## src/rtl/assert_macros.svh

```systemverilog
// Assertion macros used by the allocator RTL.
`ifndef ASSERT_MACROS_SVH
`define ASSERT_MACROS_SVH

// Same-cycle implication, sampled on i_clk, off while reset is asserted.
`define AST_IMPLY(lbl, ante, cons, msg) \
    lbl: assert property (@(posedge i_clk) disable iff (!i_rst_n) (ante) |-> (cons)) \
        else $error(msg);

// Next-cycle implication, sampled on i_clk, off while reset is asserted.
`define AST_NEXT(lbl, ante, cons, msg) \
    lbl: assert property (@(posedge i_clk) disable iff (!i_rst_n) (ante) |=> (cons)) \
        else $error(msg);

`endif

```

## src/rtl/nfsa_pkg.sv

```systemverilog
// Package of types and constants for the next-fit slot allocator.
`default_nettype none

package nfsa_pkg;

    // Pool geometry: the used map is stored as ROWS words of WORD_W bits.
    localparam int SLOT_COUNT = 128;
    localparam int WORD_W     = 32;
    localparam int ROWS       = SLOT_COUNT / WORD_W;
    localparam int SLOT_W     = $clog2(SLOT_COUNT);
    localparam int OFF_W      = $clog2(WORD_W);
    localparam int ROW_W      = $clog2(ROWS);
    localparam int PASS_W     = $clog2(ROWS + 1);

    // Field widths of the beats.
    localparam int ID_W     = 7;
    localparam int STATUS_W = 2;

    typedef enum logic {
        MODE_ALLOC = 1'b0,
        MODE_FREE  = 1'b1
    } t_mode;

    typedef enum logic [STATUS_W-1:0] {
        ST_GRANTED  = 2'd0,
        ST_FULL     = 2'd1,
        ST_FREED    = 2'd2,
        ST_BAD_FREE = 2'd3
    } t_status;

    typedef enum logic {
        S_IDLE  = 1'b0,
        S_CHECK = 1'b1
    } t_state;

    typedef struct packed {
        t_mode           mode;
        logic [ID_W-1:0] slot_id;
    } t_request;

    typedef struct packed {
        logic [ID_W-1:0] granted_slot;
        t_status         status;
    } t_result;

endpackage

`default_nettype wire

```

## src/rtl/next_fit_slot_allocator.sv

```systemverilog
// Next-fit slot allocator: used map in a word-wide RAM with a rotating search pointer.
`default_nettype none

// A request beat is taken when start is high and busy is low; exactly one result
// beat follows, shown on o_result for a single cycle with o_strobe high. The
// receiver cannot hold results off, so it must take o_result whenever o_strobe
// is set. A free reads the addressed used-map word once and then returns to idle.
// An allocate reads the used-map words in turn, starting at the pointer word and
// stepping on until a free slot turns up; with 128 slots in four 32-bit words the
// longest search is a full pool, which wraps back to the start word. The search
// pace is set by the used-map RAM, which yields one word per cycle to the search. The result strobe
// comes in the cycle after the last search cycle, and busy is already low then.
// The used map needs no clearing pass after reset: a valid bit per word makes
// unwritten words read as all free, so the block is ready in the first cycle
// after reset.

module next_fit_slot_allocator
    import nfsa_pkg::*;
(
    input  wire logic     i_clk,
    input  wire logic     i_rst_n,
    input  wire logic     start,
    input  wire t_request i_req,
    output logic          busy,
    output logic          o_strobe,
    output t_result       o_result
);

    `include "assert_macros.svh"

    // Used-map storage and its per-word valid bits
    logic [WORD_W-1:0] mem [ROWS];
    logic [ROWS-1:0]   r_valid;

    // Control and datapath registers
    t_state            r_state, n_state;
    logic [SLOT_W-1:0] r_ptr, n_ptr;
    logic [ROW_W-1:0]  r_row, n_row;
    logic [OFF_W-1:0]  r_off, n_off;
    logic [PASS_W-1:0] r_pass, n_pass;
    t_mode             r_mode, n_mode;
    logic              r_inrange, n_inrange;
    logic [WORD_W-1:0] r_rdata;
    logic              r_rvalid;
    logic              r_strobe, n_strobe;
    t_result           r_result, n_result;

    // Write port controls
    logic              wr_en;
    logic [WORD_W-1:0] wr_data;

    // Search helpers
    logic [WORD_W-1:0] word;
    logic [WORD_W-1:0] mask_hi;
    logic [WORD_W-1:0] mask;
    logic [WORD_W-1:0] free_vec;
    logic [OFF_W-1:0]  hit_off;
    logic              hit;
    logic [SLOT_W-1:0] hit_slot;
    logic [ROW_W-1:0]  row_next;

    // Word as seen by the search: unwritten words are all free
    assign word    = r_rvalid ? r_rdata : '0;
    assign mask_hi = {WORD_W{1'b1}} << r_off;

    always_comb begin
        priority if (r_pass == PASS_W'(0)) begin
            mask = mask_hi;
        end else if (r_pass == PASS_W'(ROWS)) begin
            mask = ~mask_hi;
        end else begin
            mask = '1;
        end
    end

    assign free_vec = ~word & mask;
    assign hit      = |free_vec;
    assign hit_slot = {r_row, hit_off};
    assign row_next = (r_row == ROW_W'(ROWS - 1)) ? '0 : r_row + ROW_W'(1);

    // Lowest free bit of the masked word
    always_comb begin
        hit_off = '0;
        for (int i = WORD_W - 1; i >= 0; i--) begin
            if (free_vec[i]) begin
                hit_off = OFF_W'(i);
            end
        end
    end

    // Next state, read address and result
    always_comb begin
        n_state   = r_state;
        n_ptr     = r_ptr;
        n_row     = r_row;
        n_off     = r_off;
        n_pass    = r_pass;
        n_mode    = r_mode;
        n_inrange = r_inrange;
        n_strobe  = 1'b0;
        n_result  = r_result;
        wr_en     = 1'b0;
        wr_data   = word;
        busy      = (r_state != S_IDLE);

        unique case (r_state)
            S_IDLE: begin
                if (start) begin
                    n_state   = S_CHECK;
                    n_mode    = i_req.mode;
                    n_pass    = '0;
                    n_inrange = (int'(i_req.slot_id) < SLOT_COUNT);
                    if (i_req.mode == MODE_ALLOC) begin
                        n_row = r_ptr[SLOT_W-1:OFF_W];
                        n_off = r_ptr[OFF_W-1:0];
                    end else begin
                        n_row = i_req.slot_id[SLOT_W-1:OFF_W];
                        n_off = i_req.slot_id[OFF_W-1:0];
                    end
                end
            end
            S_CHECK: begin
                if (r_mode == MODE_FREE) begin
                    // Free: clear the bit if it was in use
                    n_state               = S_IDLE;
                    n_strobe              = 1'b1;
                    n_result.granted_slot = '0;
                    if (r_inrange && word[r_off]) begin
                        wr_en            = 1'b1;
                        wr_data[r_off]   = 1'b0;
                        n_result.status  = ST_FREED;
                    end else begin
                        n_result.status  = ST_BAD_FREE;
                    end
                end else if (hit) begin
                    // Allocate: take the first free slot and move the pointer past it
                    n_state               = S_IDLE;
                    n_strobe              = 1'b1;
                    wr_en                 = 1'b1;
                    wr_data[hit_off]      = 1'b1;
                    n_result.granted_slot = ID_W'(hit_slot);
                    n_result.status       = ST_GRANTED;
                    n_ptr = (hit_slot == SLOT_W'(SLOT_COUNT - 1)) ?
                            '0 : hit_slot + SLOT_W'(1);
                end else if (r_pass == PASS_W'(ROWS)) begin
                    // Wrapped back to the start word: pool full
                    n_state               = S_IDLE;
                    n_strobe              = 1'b1;
                    n_result.granted_slot = '0;
                    n_result.status       = ST_FULL;
                end else begin
                    // Step to the next word
                    n_row  = row_next;
                    n_pass = r_pass + PASS_W'(1);
                end
            end
            default: begin
                n_state = S_IDLE;
            end
        endcase
    end

    // State register
    always_ff @(posedge i_clk) begin
        if (!i_rst_n) begin
            r_state <= S_IDLE;
        end else begin
            r_state <= n_state;
        end
    end

    // Control registers
    always_ff @(posedge i_clk) begin
        if (!i_rst_n) begin
            r_ptr    <= '0;
            r_valid  <= '0;
            r_strobe <= 1'b0;
            r_pass   <= '0;
        end else begin
            r_ptr    <= n_ptr;
            r_strobe <= n_strobe;
            r_pass   <= n_pass;
            if (wr_en) begin
                r_valid[r_row] <= 1'b1;
            end
        end
    end

    // Payload registers and the registered read of the used map
    always_ff @(posedge i_clk) begin
        r_row     <= n_row;
        r_off     <= n_off;
        r_mode    <= n_mode;
        r_inrange <= n_inrange;
        r_result  <= n_result;
        r_rdata   <= mem[n_row];
        r_rvalid  <= r_valid[n_row];
    end

    // Used-map write port
    always_ff @(posedge i_clk) begin
        if (wr_en) begin
            mem[r_row] <= wr_data;
        end
    end

    assign o_strobe = r_strobe;
    assign o_result = r_result;

    // Checks
    `AST_IMPLY(a_strobe_idle, o_strobe, !busy, "result beat while busy")
    `AST_NEXT(a_accept_busy, start && !busy, busy, "accepted beat did not start work")
    `AST_IMPLY(a_zero_slot, o_strobe && (o_result.status != ST_GRANTED),
               o_result.granted_slot == '0, "nonzero slot on a result without grant")
    `AST_IMPLY(a_pass_bound, busy, r_pass <= PASS_W'(ROWS), "search ran past the pool")

endmodule

`default_nettype wire

```

## config.mk

```make
export PLATFORM = sky130hd
export DESIGN_NAME = next_fit_slot_allocator
export DESIGN_NICKNAME = d
export VERILOG_FILES = /design/src/rtl/nfsa_pkg.sv /design/src/rtl/next_fit_slot_allocator.sv
export VERILOG_INCLUDE_DIRS = /design/src /design/src/rtl
export SDC_FILE = /design/constraint.sdc
export NUM_CORES = 1
export LEC_CHECK = 0
export BUFFER_PORTS_ARGS = -buffer_cell sky130_fd_sc_hd__buf_4
export CAP_MARGIN = 20
export CORE_UTILIZATION = 60
export DETAILED_ROUTE_END_ITERATION = 6
export PLACE_DENSITY = 0.87
export SYNTH_ARGS = -nofsm -noshare
export SYNTH_HDL_FRONTEND = slang
export SYNTH_SLANG_ARGS = --single-unit
```

## constraint.sdc

```tcl
create_clock -name i_clk -period 5.5 [get_ports i_clk]
set_input_delay 1.1 -clock i_clk [delete_from_list [all_inputs] [get_ports i_clk]]
set_output_delay 1.1 -clock i_clk [all_outputs]
set_load 0.03 [all_outputs]
```

Word-level counts from Yosys, hierarchy flattened

Memory sizes are Yosys's and may differ from the RTL's. A register that Yosys moved wholly into a read port is not among the register bits.
Index checks and enable logic that the tools add are counted.

Bitwise gates (word level): 9
Magnitude comparators: 7
Add/subtract/negate cells: 3
Reductions and logical operators: 11
Shift operators: 1
Equality and inequality tests: 7
Multiplexer cells: 81

Operator list:

| cell                    | number |
|---|---|
| $mux W32                | 7 |
| $mux W5                 | 33 |
| $not A32 Y32            | 3 |
| $and A32 B32 Y32        | 2 |
| $or A32 B32 Y32         | 1 |
| $reduce_or A32 Y1       | 1 |
| $shl A32 B5 Y32 const A | 1 |
| $mux W1                 | 19 |
| $mux W9                 | 2 |
| $mux W2                 | 7 |
| $lt A5 B6 Y1 const B    | 2 |
| $mux W3                 | 4 |
| $demux W1 S5            | 2 |
| $ge A5 B1 Y1 const B    | 2 |
| $ne A2 B2 Y1 const B    | 4 |
| $add A7 B1 Y7 const B   | 1 |
| $eq A7 B7 Y1 const B    | 1 |
| $mux W7                 | 1 |
| $lt A2 B3 Y1 const B    | 2 |
| $pmux W3 S2             | 1 |
| $reduce_and A2 Y1       | 3 |
| $bmux W1 S5             | 1 |
| $or A4 B4 Y4            | 1 |
| $pmux W2 S2             | 1 |
| 14 further kinds        | 17 |

Output and inout port bits: 11
Input bits: 11
Word-level logic and storage cells: 131
Memories kept: 1
Memory bits (writable): 128
Register bits after elaboration: 34

Memories:

| name | words | width | rd ports | clocked after Yosys merged registers in | wr ports | line                          | source |
|---|---|---|---|---|---|---|---|
| mem  | 4     | 32    | 1        | 1                                       | 1        | next_fit_slot_allocator.sv:32 | `logic [WORD_W-1:0] mem [ROWS];` |

Longest topological paths before layout

Depth in word-level cells: 45
Mapped depth: 20
Gate-level depth less buffers: 16

Least setup slack after synthesis

Ideal clock, no wire load.

Kind: flip-flop to flip-flop
Start: register r_pass[0]
End: memory mem[0][31], data pin
Period minus slack after synthesis: 3.916 ns
Buffers on the path: 4
Cell stages (with the launch flop): 20
Slack: 1.584 ns
Setup time: 0.261 ns
Arrival time: 3.655 ns
Required time: 5.239 ns
Cell sequence: dfxtp_1 > inv_1 > ha_1 > buf_2 > and2_1 > clkbuf_1 > buf_4 > a21oi_1 > a22oi_1 > nor2b_1 > o21ai_0 > or4b_2 > o211a_1 > o21ai_0 > inv_1 > ha_1 > clkbuf_1 > nand2_1 > nor2_1 > a31o_2

Longest elaborated chain between the ends: 44
Elaborated cells on any way between the ends: 47
Those cells by class: 2 x order compare; 1 x eq/ne; 39 x mux; 2 x bitwise; 3 x reduce/logical

Ends and longest elaborated chain:

| element                                                            | line                           | source |
|---|---|---|
| start, declared                                                    | next_fit_slot_allocator.sv:40  | `logic [PASS_W-1:0] r_pass, n_pass;` |
| start signal, assigned                                             | next_fit_slot_allocator.sv:182 | `r_pass <= n_pass;` |
| $eq A3 B3 Y1                                                       | next_fit_slot_allocator.sv:69  | `end else if (r_pass == PASS_W'(ROWS)) begin` |
| $mux W32                                                           | next_fit_slot_allocator.sv:69  |  |
| $mux W32 (*)                                                       | next_fit_slot_allocator.sv:67  | `priority if (r_pass == PASS_W'(0)) begin` |
| $and A32 B32 Y32 (*)                                               | next_fit_slot_allocator.sv:76  | `assign free_vec = ~word & mask;` |
| $mux W5 (31 in a row)                                              | next_fit_slot_allocator.sv:85  | `if (free_vec[i]) begin` |
| $mux W5 (*)                                                        | next_fit_slot_allocator.sv:85  |  |
| named net hit_off[1]                                               | next_fit_slot_allocator.sv:57  | `logic [OFF_W-1:0] hit_off;` |
| $lt A5 B6 Y1 (not written as such) or $ge A5 B1 Y1 (tied branches) | next_fit_slot_allocator.sv:140 | `wr_data[hit_off] = 1'b1;` |
| $logic_and A1 B1 Y1 (not written as such)                          | next_fit_slot_allocator.sv:140 |  |
| $mux W1 (not written as such)                                      | next_fit_slot_allocator.sv:140 |  |
| $demux W1 S5 (*)                                                   | next_fit_slot_allocator.sv:140 |  |
| $or A32 B32 Y32 (no line) (*)                                      | -                              |  |
| $mux W32 (*)                                                       | next_fit_slot_allocator.sv:135 | `end else if (hit) begin` |
| $mux W32 (*)                                                       | next_fit_slot_allocator.sv:123 | `if (r_mode == MODE_FREE) begin` |
| $mux W32 (*)                                                       | next_fit_slot_allocator.sv:106 | `unique case (r_state)` |
| named net wr_data[31]                                              | next_fit_slot_allocator.sv:50  | `logic [WORD_W-1:0] wr_data;` |
| end, declared                                                      | next_fit_slot_allocator.sv:32  |  |

The timed path passes the listed nets; every way through them passes the cells marked *.

Worst setup path after layout

Start: register r_pass[0]
End: register r_rdata[9] (read register of mem)

Longest elaborated chain between the ends: 8
Elaborated cells on any way between the ends: 10
Those cells by class: 1 x eq/ne; 6 x mux; 1 x bitwise; 2 x reduce/logical

Ends and longest elaborated chain:

| element           | line                                                          | source |
|---|---|---|
| $eq A3 B3 Y1      | next_fit_slot_allocator.sv:69, next_fit_slot_allocator.sv:145 |  |
| $mux W32          | next_fit_slot_allocator.sv:69                                 |  |
| $mux W32          | next_fit_slot_allocator.sv:67                                 |  |
| $and A32 B32 Y32  | next_fit_slot_allocator.sv:76                                 |  |
| $reduce_or A32 Y1 | next_fit_slot_allocator.sv:77                                 | `assign hit = \|free_vec;` |
| $mux W2 (*)       | next_fit_slot_allocator.sv:135                                |  |
| $mux W2 (*)       | next_fit_slot_allocator.sv:123                                |  |
| $pmux W2 S2 (*)   | next_fit_slot_allocator.sv:106                                |  |
| end, declared     | next_fit_slot_allocator.sv:43                                 | `logic [WORD_W-1:0] r_rdata;` |

Mark *: on every way between the ends. The rest lies on a longest branch, timed or not.
A chain may end at the register's enable or synchronous reset.

==> metrics.yaml <==
cp-start-kind: "flip-flop"
crit_fanout: 66
core_region_area_um2: 16000
row_count: 46
number_of_flops_mapped_to_enable_cells_by_yosys: 143
synth_top_flop_cell: "sky130_fd_sc_hd__edfxtp_1"
timing.final.hold_violations: 0
post-route-min-period_ns: 5.099
worst-endpoint-arrival_ns: 5.45
worst_path_required_time_ns: 5.85
criticalPathCategory: "flip-flop to flip-flop"
overflow: 0
antenna_cells: 0
synthesis.area_um2: 9932
r2r_cells: 14
fin_crit_sh_pct: 92.70
crit_path_cell_trace: "inv_1 > ha_1 > buf_4 > nor2b_1 > mux2i_1 > a32oi_1 > and2_1 > nand4_4 > or2_1 > o31a_4 > a221oi_4 > buf_4 > a21oi_1 > a32oi_1"
grt_pass1_wl_um: 40880
crit_path_max_incr_delay_ns: 0.72
r2r_end: "r_rdata[9]$_DFF_P_"
timing_worst_slew_pin_value_ns: 0.9171
i_o_pin_count: 22
violated_checks: "design-rule violations"
vias_per_cell: 6.808
critical-path-top-delay-family: "simple AND/OR/NAND/NOR gates"
layout.nets: 956
holdCritPathClass: "flip-flop to flip-flop"
number_of_global_route_vias_before_repair: 7171
ys_top_cells_by_count: "172 x sky130_fd_sc_hd__nand2_1, 143 x sky130_fd_sc_hd__edfxtp_1, 66 x sky130_fd_sc_hd__a21oi_1"
routabilityCongestion: 1.048
drt_pass1_iterations: 7
postSynthRegisterBits: 194
filler_cell_count: 1209
numClockSinks: 194
rrSetupSlack_ns: 0.40
post-place-ws_ns: 0.6604
synth_cell_types: 82
drtIter0Drc: 995
die_h_um: 130.7
power_density_nw_per_um2: 340.1
tritoncts_clock_tree: "done"
synthesis.yosys.warnings: 0
detail_route.drc_violations: 1
finalSetupTns_ns: 0
rr_startpoint: "r_pass[0]$_SDFFE_PN0P_"
max_freq_ghz: 0.1961
timing.critical_path.to_type: "flip-flop"
post-synth-top-count-cell: "sky130_fd_sc_hd__nand2_1"
fin_worst_hold_slack_ns: 0.4699
power.static_leakage_nw: 3.803
final_ant_viol_nets: 0
syn_nets: 956
endpoint: "r_rdata[9]$_DFF_P_"
setup_viol_count_final: 0
yosysTopAreaCell: "sky130_fd_sc_hd__edfxtp_1"
ctsLongestPathBuffers: 2
share_of_the_synthesized_area_in_the_top_cell_type_pct: 43.24
die_w_um: 130.7
timing.slew.headroom_pct: 38.86
postCtsHoldBufs: 0
cts_root_buf: "sky130_fd_sc_hd__clkbuf_16"
cts_inserted_buffers: 17
timing_startpoint_of_the_critical_path: "r_pass[0]$_SDFFE_PN0P_"
ys_seq_area_share_pct: 53.51
post_cts_buffers: 0
number_of_gates_resized_after_cts: 0
routed-via-count: 7925
worstSetupPathDepth: 14
worstPathBufferInverterCount: 3
numPlacedInstances: 1132
pin_count_of_the_biggest_net_entering_global_routing: 68
insertion_delay_ns: 0.44
post-dp-hpwl_um: 18340
timing_max_transition_violations_final: 0
initial_utilization_pct: 62.07
worst_clock_skew_ns: 0.01394
synthArstFlopShare_pct: 0
rsz_0062_raised_after_global_routing: "no"
worst_slack_ns: 0.4015
post_drt_wl_per_cell_um: 23.01
vdd.ir_drop.worst_mv: 0.2517
max-cap-violations: 0
clkSlewWorstSetupHoldPaths_ns: 0.07
run_status: "complete, but fails checks"
synthesized_area_per_cell_um2: 10.62
number_of_standard_cells_after_synthesis: 935
layout.cells.non_filler: 1164
die_area_um2: 17070
grt_antenna_before_repair: 0
fraction_of_final_layout_cells_sized_beyond_drive_strength_1_pct: 11.71
critical_path.slowest_cell: "sky130_fd_sc_hd__nor2b_1"
port_buffers: 21
totalWireLength_um: 26780
syn2layout_area_growth_pct: 9.020
cts_max_level: 4
post_synth_main_area_contributors: "sky130_fd_sc_hd__edfxtp_1 43%, sky130_fd_sc_hd__dfxtp_1 10%, sky130_fd_sc_hd__nand2_1 6.5%"
grt_usage_pct: 32.77
-- state kept, by name (all words and copies together), names as in the netlist --
name / cells
r_valid: 4
r_rvalid: 1
r_row: 2
r_rdata: 32
o_strobe: 1
mem: 128
r_mode: 1
r_pass: 3
o_result: 9
busy: 1
r_ptr: 7
r_off: 5
-- where the power goes --
group / internal (mW) / leakage (nW) / total (mW) / switching (mW)
Clock: 0.649 / 0.291 / 1.23 / 0.582
Combinational: 0.237 / 1.76 / 0.677 / 0.439
Sequential: 1.68 / 1.75 / 1.78 / 0.0965
-- cell families after synthesis --
group                      Yosys count  synth area share (%)
adders and majority gates           10                 1.260
buffers and inverters               86                 4.712
xor gates and xnor gates            12                 1.058
and+or+nand+nor                    335                 15.86
AOI/OAI and AO/OA                  271                 19.77
muxes                               27                 3.830
DFF                                194                 53.51
-- metrics by stage --
| stage | utilization (%) | total power, mW | instance area [um2] |
|---|---|---|---|
| 6_report | 67.67 | 3.682 | 10830 |
| 3_5_place_dp | 63.94 | 2.451 | 10230 |
| 5_1_grt | 67.67 | 3.803 | 10830 |
| 4_1_cts | 67.67 | 3.666 | 10830 |
| 2_1_floorplan | - | 2.238 | 9932 |
| 3_3_place_gp | 63.94 | 2.434 | 10230 |
-- worst min-delay path by stage --
stage | slack (ns) | cells past startpoint | start | endpoint
floorplan | 0.43 | 2 | r_valid[3]$_SDFFE_PN0P_ | r_rvalid$_DFF_P_
global placement | 0.45 | 2 | r_valid[3]$_SDFFE_PN0P_ | r_rvalid$_DFF_P_
detailed placement | 0.45 | 1 | r_valid[0]$_SDFFE_PN0P_ | r_valid[0]$_SDFFE_PN0P_
CTS | 0.47 | 1 | r_valid[0]$_SDFFE_PN0P_ | r_valid[0]$_SDFFE_PN0P_
global route | 0.48 | 2 | r_valid[3]$_SDFFE_PN0P_ | r_rvalid$_DFF_P_
finish | 0.47 | 1 | r_valid[0]$_SDFFE_PN0P_ | r_valid[0]$_SDFFE_PN0P_
-- cell type report --
class,instances,area [um2],share of cell area [%]
Sequential cell,194,5315,49.09
Timing Repair Buffer,49,417.9,3.859
Inverter,18,67.56,0.6240
Tap cell,216,270.3,2.496
Multi-Input combinational cell,655,4160,38.42
Clock inverter,14,167.7,1.548
Clock buffer,18,429.2,3.963
-- per-layer routing --
metal  GRT usage [%]  vias up  wire, um
met2           50.02      515     12380
met5               0        -         0
met4           11.43        0       527
li1                -     3532         -
met1           46.17     3827     10890
met3           7.573       51      2980
-- worst register-to-register path: cells and delay by family (launching register included) --
kind | cells | cell delay (ns)
compound gates | 5 | 1.58
simple gates | 4 | 1.53
buf+inv | 3 | 0.97
flops | 1 | 0.34
fa+ha+maj | 1 | 0.31
mux | 1 | 0.28
-- layout by cell type (no fill, tap or decap), types with 5 or more instances in the layout --
cell / count
sky130_fd_sc_hd__nand2_1: 172
sky130_fd_sc_hd__a22oi_1: 9
sky130_fd_sc_hd__xnor2_1: 9
sky130_fd_sc_hd__ha_1: 10
sky130_fd_sc_hd__a211oi_1: 8
sky130_fd_sc_hd__mux2i_1: 11
sky130_fd_sc_hd__o31a_1: 5
sky130_fd_sc_hd__mux2_2: 8
sky130_fd_sc_hd__dfxtp_1: 51
sky130_fd_sc_hd__nor3_1: 11
sky130_fd_sc_hd__buf_4: 45
sky130_fd_sc_hd__or3_1: 13
sky130_fd_sc_hd__inv_1: 16
sky130_fd_sc_hd__nor2b_1: 10
sky130_fd_sc_hd__and2_1: 19
sky130_fd_sc_hd__nand2b_1: 6
sky130_fd_sc_hd__a21oi_1: 66
sky130_fd_sc_hd__o22ai_1: 9
sky130_fd_sc_hd__and3_1: 5
sky130_fd_sc_hd__mux4_2: 8
sky130_fd_sc_hd__nor2_1: 46
sky130_fd_sc_hd__nand3b_1: 6
sky130_fd_sc_hd__o211ai_1: 7
sky130_fd_sc_hd__o21ai_0: 33
sky130_fd_sc_hd__edfxtp_1: 143
sky130_fd_sc_hd__a21boi_0: 9
sky130_fd_sc_hd__a31oi_1: 11
sky130_fd_sc_hd__nand3_1: 25
sky130_fd_sc_hd__o21a_1: 15
sky130_fd_sc_hd__clkbuf_16: 17
sky130_fd_sc_hd__a32oi_1: 41
Note: power is estimated with default switching activity, not from simulation.
